File: src/hdl/wesd_pkg.sv
// Package for the wheel encoder speed and distance block: types, field widths,
// command and register codes, and reset values. No dependencies.
package wesd_pkg;

    localparam int TIME_W     = 32;
    localparam int COUNT_W    = 32;
    localparam int STEP_W     = 16;
    localparam int DIST_W     = 48;
    localparam int SPEED_W    = 26;
    localparam int CFG_DATA_W = 32;
    localparam int CFG_IDX_W  = 1;

    // Input tdata: wheel, rise flag, fall flag, time_us (35 bits, padded to 40).
    localparam int IN_DATA_W  = 40;
    localparam int IN_USER_W  = 1;
    // Output tdata: wheel_id, pulse_total, duration_us, distance_um, speed_mm_s
    // (139 bits, padded to 144).
    localparam int OUT_DATA_W = 144;
    localparam int OUT_USER_W = 1;

    // Micrometres per microsecond to millimetres per second.
    localparam int STEP_SCALE = 1000;
    localparam int DIV_STEPS  = SPEED_W;
    localparam int DIV_CNT_W  = $clog2(DIV_STEPS);

    localparam logic [SPEED_W-1:0] SPEED_MAX = {SPEED_W{1'b1}};

    localparam logic [STEP_W-1:0] STEP_RESET = 16'd10500;
    localparam logic [TIME_W-1:0] IDLE_RESET = 32'd2000000;

    localparam logic CMD_EDGE = 1'b0;
    localparam logic CMD_POLL = 1'b1;

    localparam logic KIND_PULSE = 1'b0;
    localparam logic KIND_TOTAL = 1'b1;

    localparam logic [CFG_IDX_W-1:0] REG_STEP = 1'd0;
    localparam logic [CFG_IDX_W-1:0] REG_IDLE = 1'd1;

    typedef enum logic [1:0] {
        ST_IDLE,
        ST_EVAL,
        ST_DIV,
        ST_FINISH
    } state_t;

endpackage

File: src/hdl/wheel_encoder_speed_distance.sv
// Wheel encoder speed and distance measurer: top level with sequencer,
// per-wheel state and a shared shift-subtract divider. Uses wesd_pkg.
//
// Usage: each input transfer on s_axis carries either an edge event (tuser 0)
// or a poll (tuser 1) for one wheel, with a microsecond timestamp. The first
// edge of a pair stores its time; the second gives a pulse measurement on
// m_axis (tuser 0) with duration, pulse total, distance and speed. A poll
// gives one total report (tuser 1) once the idle interval has passed since
// the last pulse. Items that give no result are simply absorbed.
// Timing: one item is taken, then s_axis_tready stays low while it is worked
// on. A pulse measurement goes through latch, lookup of the wheel state, 26
// iterations of the restoring divider that forms the speed, and a final step
// that multiplies out the distance into the output register. Zero duration
// and polls skip the divider; items with no result end after the lookup.
// A finished result sits in the output register, so the next item is taken
// while it waits. If the receiver stalls and a second result is ready, the
// sequencer holds it until the output register frees up. Reset clears all
// wheel state and loads step_um = 10500, idle 2000000 us. The user must write
// the config port (cfg_we, cfg_index, cfg_wdata) only when idle; not enforced.
module wheel_encoder_speed_distance #(
    parameter int NUM_WHEELS = 2
) (
    input  logic                              clk,
    input  logic                              rst_n,
    input  logic                              s_axis_tvalid,
    output logic                              s_axis_tready,
    // [0] wheel, [1] rise flag, [2] fall flag, [34:3] time_us, rest zero
    input  logic [wesd_pkg::IN_DATA_W-1:0]    s_axis_tdata,
    // [0] cmd
    input  logic [wesd_pkg::IN_USER_W-1:0]    s_axis_tuser,
    output logic                              m_axis_tvalid,
    input  logic                              m_axis_tready,
    // [0] wheel_id, [32:1] pulse_total, [64:33] duration_us,
    // [112:65] distance_um, [138:113] speed_mm_s, rest zero
    output logic [wesd_pkg::OUT_DATA_W-1:0]   m_axis_tdata,
    // [0] kind
    output logic [wesd_pkg::OUT_USER_W-1:0]   m_axis_tuser,
    input  logic                              cfg_we,
    input  logic [wesd_pkg::CFG_IDX_W-1:0]    cfg_index,
    input  logic [wesd_pkg::CFG_DATA_W-1:0]   cfg_wdata
);
    import wesd_pkg::*;

    localparam int IDX_W = (NUM_WHEELS > 1) ? $clog2(NUM_WHEELS) : 1;

    state_t state_reg, state_next;

    // Latched input item.
    logic              cmd_reg;
    logic              wheel_reg;
    logic              edge_any_reg;
    logic [TIME_W-1:0] time_reg;

    // Configuration.
    logic [STEP_W-1:0] step_reg;
    logic [TIME_W-1:0] idle_reg;

    // Per-wheel state.
    logic [NUM_WHEELS-1:0] pending_reg;
    logic [NUM_WHEELS-1:0] due_reg;
    logic [TIME_W-1:0]     start_reg [NUM_WHEELS];
    logic [COUNT_W-1:0]    count_reg [NUM_WHEELS];
    logic [TIME_W-1:0]     last_reg  [NUM_WHEELS];

    // Result under construction and divider.
    logic                 kind_reg;
    logic [COUNT_W-1:0]   total_reg;
    logic [TIME_W-1:0]    dur_reg;
    logic [SPEED_W-1:0]   quot_reg;
    logic [TIME_W-1:0]    rem_reg;
    logic [DIV_CNT_W-1:0] cnt_reg;

    // Output register.
    logic                out_valid_reg;
    logic                out_kind_reg;
    logic                out_wheel_reg;
    logic [COUNT_W-1:0]  out_total_reg;
    logic [TIME_W-1:0]   out_dur_reg;
    logic [DIST_W-1:0]   out_dist_reg;
    logic [SPEED_W-1:0]  out_speed_reg;

    // Decode of the latched item against the wheel state.
    logic [IDX_W-1:0]   idx;
    logic               wheel_ok;
    logic [TIME_W-1:0]  elapsed;
    logic [TIME_W-1:0]  dur;
    logic               poll_fire;
    logic               pulse;
    logic               arm;
    logic               in_hit;
    logic               out_load;
    logic               div_last;

    // Divider step.
    logic [TIME_W+1:0]  div_shift;
    logic [TIME_W+1:0]  div_diff;
    logic               div_fits;

    logic [SPEED_W-1:0] numer;
    logic [DIST_W-1:0]  dist_prod;

    always_comb
    begin
        idx       = IDX_W'(wheel_reg);
        wheel_ok  = int'(wheel_reg) < NUM_WHEELS;
        elapsed   = time_reg - last_reg[idx];
        dur       = time_reg - start_reg[idx];
        poll_fire = (cmd_reg == CMD_POLL) && due_reg[idx] && (elapsed >= idle_reg);
        pulse     = (cmd_reg == CMD_EDGE) && edge_any_reg && pending_reg[idx];
        arm       = (cmd_reg == CMD_EDGE) && edge_any_reg && !pending_reg[idx];
        div_last  = (cnt_reg == DIV_CNT_W'(DIV_STEPS - 1));
        numer     = SPEED_W'(step_reg) * SPEED_W'(STEP_SCALE);
        dist_prod = {16'd0, total_reg} * {32'd0, step_reg};
    end

    // One restoring division step: shift in the next dividend bit, try the subtract.
    always_comb
    begin
        div_shift = {1'b0, rem_reg, quot_reg[SPEED_W-1]};
        div_diff  = div_shift - {2'b00, dur_reg};
        div_fits  = !div_diff[TIME_W+1];
    end

    // Next state.
    always_comb
    begin
        state_next = state_reg;
        unique case (state_reg)
            ST_IDLE:
            begin
                if (in_hit)
                    state_next = ST_EVAL;
            end
            ST_EVAL:
            begin
                if (!wheel_ok)
                    state_next = ST_IDLE;
                else if (poll_fire)
                    state_next = ST_FINISH;
                else if (pulse)
                    state_next = (dur == '0) ? ST_FINISH : ST_DIV;
                else
                    state_next = ST_IDLE;
            end
            ST_DIV:
            begin
                if (div_last)
                    state_next = ST_FINISH;
            end
            ST_FINISH:
            begin
                if (!out_valid_reg || m_axis_tready)
                    state_next = ST_IDLE;
            end
            default:
                state_next = ST_IDLE;
        endcase
    end

    // Handshake outputs.
    always_comb
    begin
        s_axis_tready = (state_reg == ST_IDLE);
        in_hit        = s_axis_tvalid && s_axis_tready;
        out_load      = (state_reg == ST_FINISH) && (!out_valid_reg || m_axis_tready);
        m_axis_tvalid = out_valid_reg;
        m_axis_tuser  = OUT_USER_W'(out_kind_reg);
        m_axis_tdata  = {5'd0, out_speed_reg, out_dist_reg, out_dur_reg,
                         out_total_reg, out_wheel_reg};
    end

    always_ff @(posedge clk or negedge rst_n)
    begin
        if (!rst_n)
            state_reg <= ST_IDLE;
        else
            state_reg <= state_next;
    end

    always_ff @(posedge clk or negedge rst_n)
    begin
        if (!rst_n)
        begin
            step_reg <= STEP_RESET;
            idle_reg <= IDLE_RESET;
        end
        else if (cfg_we)
        begin
            unique case (cfg_index)
                REG_STEP: step_reg <= cfg_wdata[STEP_W-1:0];
                REG_IDLE: idle_reg <= cfg_wdata[TIME_W-1:0];
                default:  ;
            endcase
        end
    end

    // Input latch.
    always_ff @(posedge clk)
    begin
        if (in_hit)
        begin
            cmd_reg      <= s_axis_tuser[0];
            wheel_reg    <= s_axis_tdata[0];
            edge_any_reg <= s_axis_tdata[1] | s_axis_tdata[2];
            time_reg     <= s_axis_tdata[34:3];
        end
    end

    // Per-wheel state update, done once per item in the lookup cycle.
    always_ff @(posedge clk or negedge rst_n)
    begin
        if (!rst_n)
        begin
            pending_reg <= '0;
            due_reg     <= '0;
            for (int i = 0; i < NUM_WHEELS; i++)
            begin
                start_reg[i] <= '0;
                count_reg[i] <= '0;
                last_reg[i]  <= '0;
            end
        end
        else if (state_reg == ST_EVAL && wheel_ok)
        begin
            if (arm)
            begin
                start_reg[idx]   <= time_reg;
                pending_reg[idx] <= 1'b1;
            end
            else if (pulse)
            begin
                count_reg[idx]   <= count_reg[idx] + 1'b1;
                last_reg[idx]    <= time_reg;
                due_reg[idx]     <= 1'b1;
                pending_reg[idx] <= 1'b0;
            end
            else if (poll_fire)
            begin
                due_reg[idx] <= 1'b0;
            end
        end
    end

    // Result fields and the divider.
    always_ff @(posedge clk)
    begin
        if (state_reg == ST_EVAL)
        begin
            rem_reg <= '0;
            cnt_reg <= '0;
            if (cmd_reg == CMD_POLL)
            begin
                kind_reg  <= KIND_TOTAL;
                total_reg <= count_reg[idx];
                dur_reg   <= '0;
                quot_reg  <= '0;
            end
            else
            begin
                kind_reg  <= KIND_PULSE;
                total_reg <= count_reg[idx] + 1'b1;
                dur_reg   <= dur;
                quot_reg  <= (dur == '0) ? SPEED_MAX : numer;
            end
        end
        else if (state_reg == ST_DIV)
        begin
            rem_reg  <= div_fits ? div_diff[TIME_W-1:0] : div_shift[TIME_W-1:0];
            quot_reg <= {quot_reg[SPEED_W-2:0], div_fits};
            cnt_reg  <= cnt_reg + 1'b1;
        end
    end

    always_ff @(posedge clk or negedge rst_n)
    begin
        if (!rst_n)
            out_valid_reg <= 1'b0;
        else if (out_load)
            out_valid_reg <= 1'b1;
        else if (m_axis_tready)
            out_valid_reg <= 1'b0;
    end

    always_ff @(posedge clk)
    begin
        if (out_load)
        begin
            out_kind_reg  <= kind_reg;
            out_wheel_reg <= wheel_reg;
            out_total_reg <= total_reg;
            out_dur_reg   <= dur_reg;
            out_dist_reg  <= dist_prod;
            out_speed_reg <= quot_reg;
        end
    end

endmodule

File: config.mk
export PLATFORM = sky130hd
export DESIGN_NAME = wheel_encoder_speed_distance
export DESIGN_NICKNAME = d
export VERILOG_FILES = /design/src/hdl/wesd_pkg.sv /design/src/hdl/wheel_encoder_speed_distance.sv
export SDC_FILE = /design/constraint.sdc
export NUM_CORES = 2
export LEC_CHECK = 0
export BUFFER_PORTS_ARGS = -buffer_cell sky130_fd_sc_hd__buf_2
export CAP_MARGIN = 5
export CORE_MARGIN = 5
export CORE_UTILIZATION = 45
export CTS_CLUSTER_SIZE = 16
export DETAILED_ROUTE_END_ITERATION = 8
export GPL_ROUTABILITY_DRIVEN = 1
export PLACE_DENSITY = 0.74
export SYNTH_ARGS = -nofsm -noshare
export SYNTH_HDL_FRONTEND = slang
export SYNTH_SLANG_ARGS = --single-unit
File: constraint.sdc
create_clock -name clk -period 22.4 [get_ports clk]
set_clock_uncertainty 0.2 [all_clocks]
set_input_delay 3.36 -clock clk [delete_from_list [all_inputs] [get_ports clk]]
set_output_delay 3.36 -clock clk [all_outputs]
set_load 0.05 [all_outputs]
Yosys cells after proc, flatten, opt, wreduce, memory -nomap -nowiden
Index checks and enable logic that the tools add are counted.

word-level totals
  flip-flop bits (word level) = 550
  input port bits = 79
  output and inout bits = 147

operators by class
  add/subtract/negate cells = 5
  multiply operators = 2
  $lt $le $gt $ge = 5
  equality and inequality tests = 7
  muxes and demuxes = 40
  bitwise logic cells = 10
  reductions and logical operators = 26

operator list
  kind                     number
  $mux W32                 12
  $bwmux W64               3
  $mux W26                 4
  $sub A32 B32 Y32         2
  $mul A32 B16 Y48         1
  $sub A33 B32 Y34         1
  $add A32 B1 Y32 const B  1
  $demux W32 S1            1
  $ge A32 B32 Y1           1
  $logic_not A32 Y1        1
  $mul A16 B7 Y23 const B  1
  $mux W2                  9
  $logic_and A1 B1 Y1      9
  $mux W1                  9
  $reduce_and A3 Y1        3
  $pmux W2 S4              1
  $reduce_and A2 Y1        4
  $reduce_bool A2 Y1       4
  $add A5 B1 Y5 const B    1
  $eq A5 B5 Y1 const B     1
  $and A2 B2 Y2            2
  $eq A2 B2 Y1 const B     2
  $ne A2 B2 Y1 const B     2
  $or A2 B2 Y2             2
  14 further kinds         18

Logic depth before layout (Yosys ltp)
  word-level depth = 10
  depth in mapped cells = 31
  depth with buffers taken out = 24

Least setup slack after synthesis
Ideal clock, no wire load.

  path type = in2reg
  from = in m_axis_tready
  to = reg out_kind_reg, in the netlist m_axis_tuser (enable)
  arrival = 6727 ps
  data required time = 21683 ps
  path slack = 14956 ps
  stages on the path = 2
  path buffers = 0
  cells stage by stage = nand2b_1 and2_1

on the way
  cells in the longest elaborated chain, start to end = 2

ends and longest elaborated chain
  what                  line                                 text
  from (decl)           wheel_encoder_speed_distance.sv:32   input logic m_axis_tready,
  $logic_or A1 B1 Y1    wheel_encoder_speed_distance.sv:165  out_load = (state_reg == ST_FINISH) && (!out_valid_reg || m_axis_tready);
  $logic_and A1 B1 Y1   wheel_encoder_speed_distance.sv:165
  via out_load          wheel_encoder_speed_distance.sv:91   logic out_load;
  to (signal assigned)  wheel_encoder_speed_distance.sv:288  out_kind_reg <= kind_reg;
  to (decl)             wheel_encoder_speed_distance.sv:75   logic out_kind_reg;

The timed path passes the listed nets, and every way through them passes these cells.
A chain may end at the register's enable or synchronous reset.

Final worst setup path
  from = reg step_reg[11]
  to = reg out_dist_reg[47] (data pin)

on the way
  cells in the longest elaborated chain, start to end = 1

ends and longest elaborated chain
  what                    line                                 text
  from (decl)             wheel_encoder_speed_distance.sv:55   logic [STEP_W-1:0] step_reg;
  from (signal assigned)  wheel_encoder_speed_distance.sv:190  REG_STEP: step_reg <= cfg_wdata[STEP_W-1:0];
  $mul A32 B16 Y48        wheel_encoder_speed_distance.sv:113  dist_prod = {16'd0, total_reg} * {32'd0, step_reg};
  via dist_prod[47]       wheel_encoder_speed_distance.sv:100  logic [DIST_W-1:0] dist_prod;
  to (signal assigned)    wheel_encoder_speed_distance.sv:292  out_dist_reg <= dist_prod;
  to (decl)               wheel_encoder_speed_distance.sv:79   logic [DIST_W-1:0] out_dist_reg;

The timed path passes the listed nets, and every way through them passes these cells.

==> key figures <==
Run status
  – Status: finished clean

Cells and area
  – Area grow syn2layout: 10.1%
  – Post-layout util: 0.499
  – Layout cells sized above 1: 0.116
  – Most frequent cells in the layout: 686 x nand2_1, 587 x inv_1, 475 x fa_1
  – Filler cells: 9,212
  – Commonest non-fill, non-tap cell in the layout: nand2_1
  – Multi-input logic area: 28,300 µm²
  – Register area: 14,900 µm²
  – Layout net count: 5,548

Global route
  – Initial antenna violation count: 5
  – First-pass GRT wire length: 186,000 µm
  – Gr ovfl total: 0
  – Vias in the first global route: 34,700
  – Pin count of the biggest net entering global routing: 143
  – Total track usage: 0.213

STA
  – Crit share post-route: 0.374
  – Slew HR: 0.199
  – Highest Clock Rate: 119 MHz
  – Max Slew Vio Count: 0
  – Setup TNS: 0 ns
  – Final setup violation count: 0
  – Final-report hold violation count: 0
  – Slew at the pin with the worst max-slew slack: 1.20 ns
  – Unrepaired setup endpoints after global routing: no
  – Minimum clock period: 8.37 ns

Setup path
  – Startpoint types: flop
  – Worst r2r src: step_reg[11]
  – Worst reg-to-reg setup slack: 14.03 ns
  – Worst flop-to-flop path endpoint: out_dist_reg[47]
  – WP data required: 22.63 ns
  – CP startpoint: step_reg[11]
  – Arrival time worst endpoint: 8.60 ns
  – Crit path capture: out_dist_reg[47]
  – Critical path capture point type: flop
  – CP Class: reg -> reg
  – Reg2reg path depth: 20
  – Worst Path Max Fanout: 39

Clock network
  – Number of buffers added for setup after CTS: 0
  – Hold buffer count at cts: 0
  – CTS tree: built
  – Resized Gates After CTS: 0
  – Worst-path clk slew: 0.06 ns
  – Num CTS Buffers: 66
  – H-tree depth: 3
  – Clock sinks: 550
  – Clock Root Buffer: clkbuf_16
  – Clk buf depth: 3
  – Clk_lat worst skew: 0.64 ns

Synth
  – Mapped Avg Cell Area: 10.2 µm²
  – Mapped Cells: 4,541
  – Prevailing post-synth register cell: edfxtp_1
  – Synth warnings: 0
  – Seq/Total Area, Yosys: 0.323
  – FFs w/ async S/R, synth: 0.449
  – FF+latch count, synth: 550
  – Post-synth EDFFs: 266
  – Area of the mapped netlist: 46,200 µm²
  – Synth unique cells: 95

Die
  – Initial Util: 0.453
  – Die H: 330 µm
  – # IOs: 226
  – Die Area: 109,000 µm²
  – Row count: 117
  – Die extent in x: 330 µm
  – Core area: 102,000 µm²

Routing
  – Routed vias/inst: 5.41
  – Initial DRT Pass Iterations: 5
  – DRC Markers: 0
  – DR WL/cell: 18.8 µm
  – Final Routed Wirelength: 115,000 µm
  – DRT iter0 DRCs: 2,172
  – Vias after detailed routing: 33,100
  – Post-route ant nets: 0

Place
  – Port Buffers: 215
  – DP HPWL: 81,800 µm
  – GPL Wtd Cong: 0.889

Job
  – # Max-Cap Violations: 0

Worst hold path
  – Worst hold path class: reg -> reg
-- routing by layer --
| metal | up-vias | global-route usage | wire length, µm |
|---|---|---|---|
| li1 | 15300 | - | - |
| met1 | 16400 | 0.277 | 47000 |
| met2 | 1144 | 0.361 | 55700 |
| met3 | 225 | 0.0406 | 8460 |
| met4 | 2 | 0.0699 | 3620 |
| met5 | - | 0 | 20 |
-- cell families (layout without fill, tap and decap cells) --
logic type | Yosys count | count (layout) | share of synthesized area
other | 1 | 7 | 0.0000812
buffers and inverters | 770 | 967 | 0.0640
flip-flops | 550 | 550 | 0.323
XOR/XNOR | 208 | 208 | 0.0395
AO/OA/AOI/OAI | 614 | 614 | 0.0923
adder cells (fa/ha/maj) | 781 | 781 | 0.289
multiplexers | 214 | 214 | 0.0496
AND/OR/NAND/NOR | 1403 | 1403 | 0.142
-- layout make-up --
class	count	share of cell area
diodes	2	0.0000985
clock buffers	82	0.0353
clock inverters	40	0.00849
inverters	588	0.0434
multi-input cells	3225	0.558
flip-flops and latches	550	0.294
well taps	1368	0.0337
repair buffers	257	0.0278
-- per-stage QoR --
step	setup WS, ns	area (µm²)	hold WS (ns)	instances
final	14.03	50800	0.235	6112
after global routing	13.72	50800	0.259	6112
after CTS	14.05	50800	0.238	6110
after detailed placement	14.09	48600	0.210	5988
after global placement	14.15	48600	0.232	5988
after floorplan	14.96	46200	0.200	4545
-- worst min-delay path by stage --
stage | startpoint | to | cells after the start
6_report | quot_reg[8] | out_speed_reg[8] | 0
3_3_place_gp | quot_reg[5] | out_speed_reg[5] | 0
4_1_cts | dur_reg[13] | out_dur_reg[13] | 0
2_1_floorplan | kind_reg | m_axis_tuser | 0
5_1_grt | quot_reg[8] | out_speed_reg[8] | 0
3_5_place_dp | kind_reg | m_axis_tuser | 0
-- synth_stat cells, types with 7 or more instances --
cell	instances	area, µm²
a31oi_4	10	213
o21ai_0	123	616
o21bai_1	14	105
nand3_1	54	270
nor2b_1	45	282
xnor2_1	127	1110
mux2_2	118	1330
dfstp_2	11	289
mux2i_1	96	961
a311oi_1	26	228
nand2b_1	27	169
and2_1	231	1450
nor2_1	200	751
inv_1	587	2200
a21oi_1	149	746
o21a_1	31	233
xor2_1	81	709
a21boi_0	9	67.6
or3_1	17	106
buf_1	10	37.5
nand3b_1	12	90.1
a21o_1	71	533
nand4_1	17	106
o211ai_1	17	128
nand2_1	687	2580
fa_1	475	9510
and3_1	16	100
nor3_1	36	180
o31a_1	7	61.3
a211o_1	9	78.8
buf_2	17	85.1
clkbuf_1	147	552
ha_1	306	3830
a32oi_1	8	70.1
a31oi_1	24	150
dfrtp_1	236	5910
nor3b_1	7	52.6
a211oi_1	30	225
edfxtp_1	266	7990
dfxtp_1	37	741
nor4_1	20	125
-- worst max-delay path: stages (launching register included) --
cell,delay [ns]
dfstp_2,1.33
nand2_1,0.17
fa_1,0.55
inv_1,0.05
fa_1,0.56
fa_1,0.44
fa_1,0.47
fa_1,0.50
inv_1,0.06
fa_1,0.48
inv_1,0.04
ha_1,0.36
nand3_1,0.15
nor4_1,0.80
o2111ai_1,0.26
and4bb_2,0.34
a21oi_1,0.39
a211oi_1,0.20
o21bai_1,0.36
a2111oi_0,0.18
a211oi_1,0.24
Power is not shown: default switching activity piles up to over one toggle a cycle in this logic, so the estimate is an artifact.
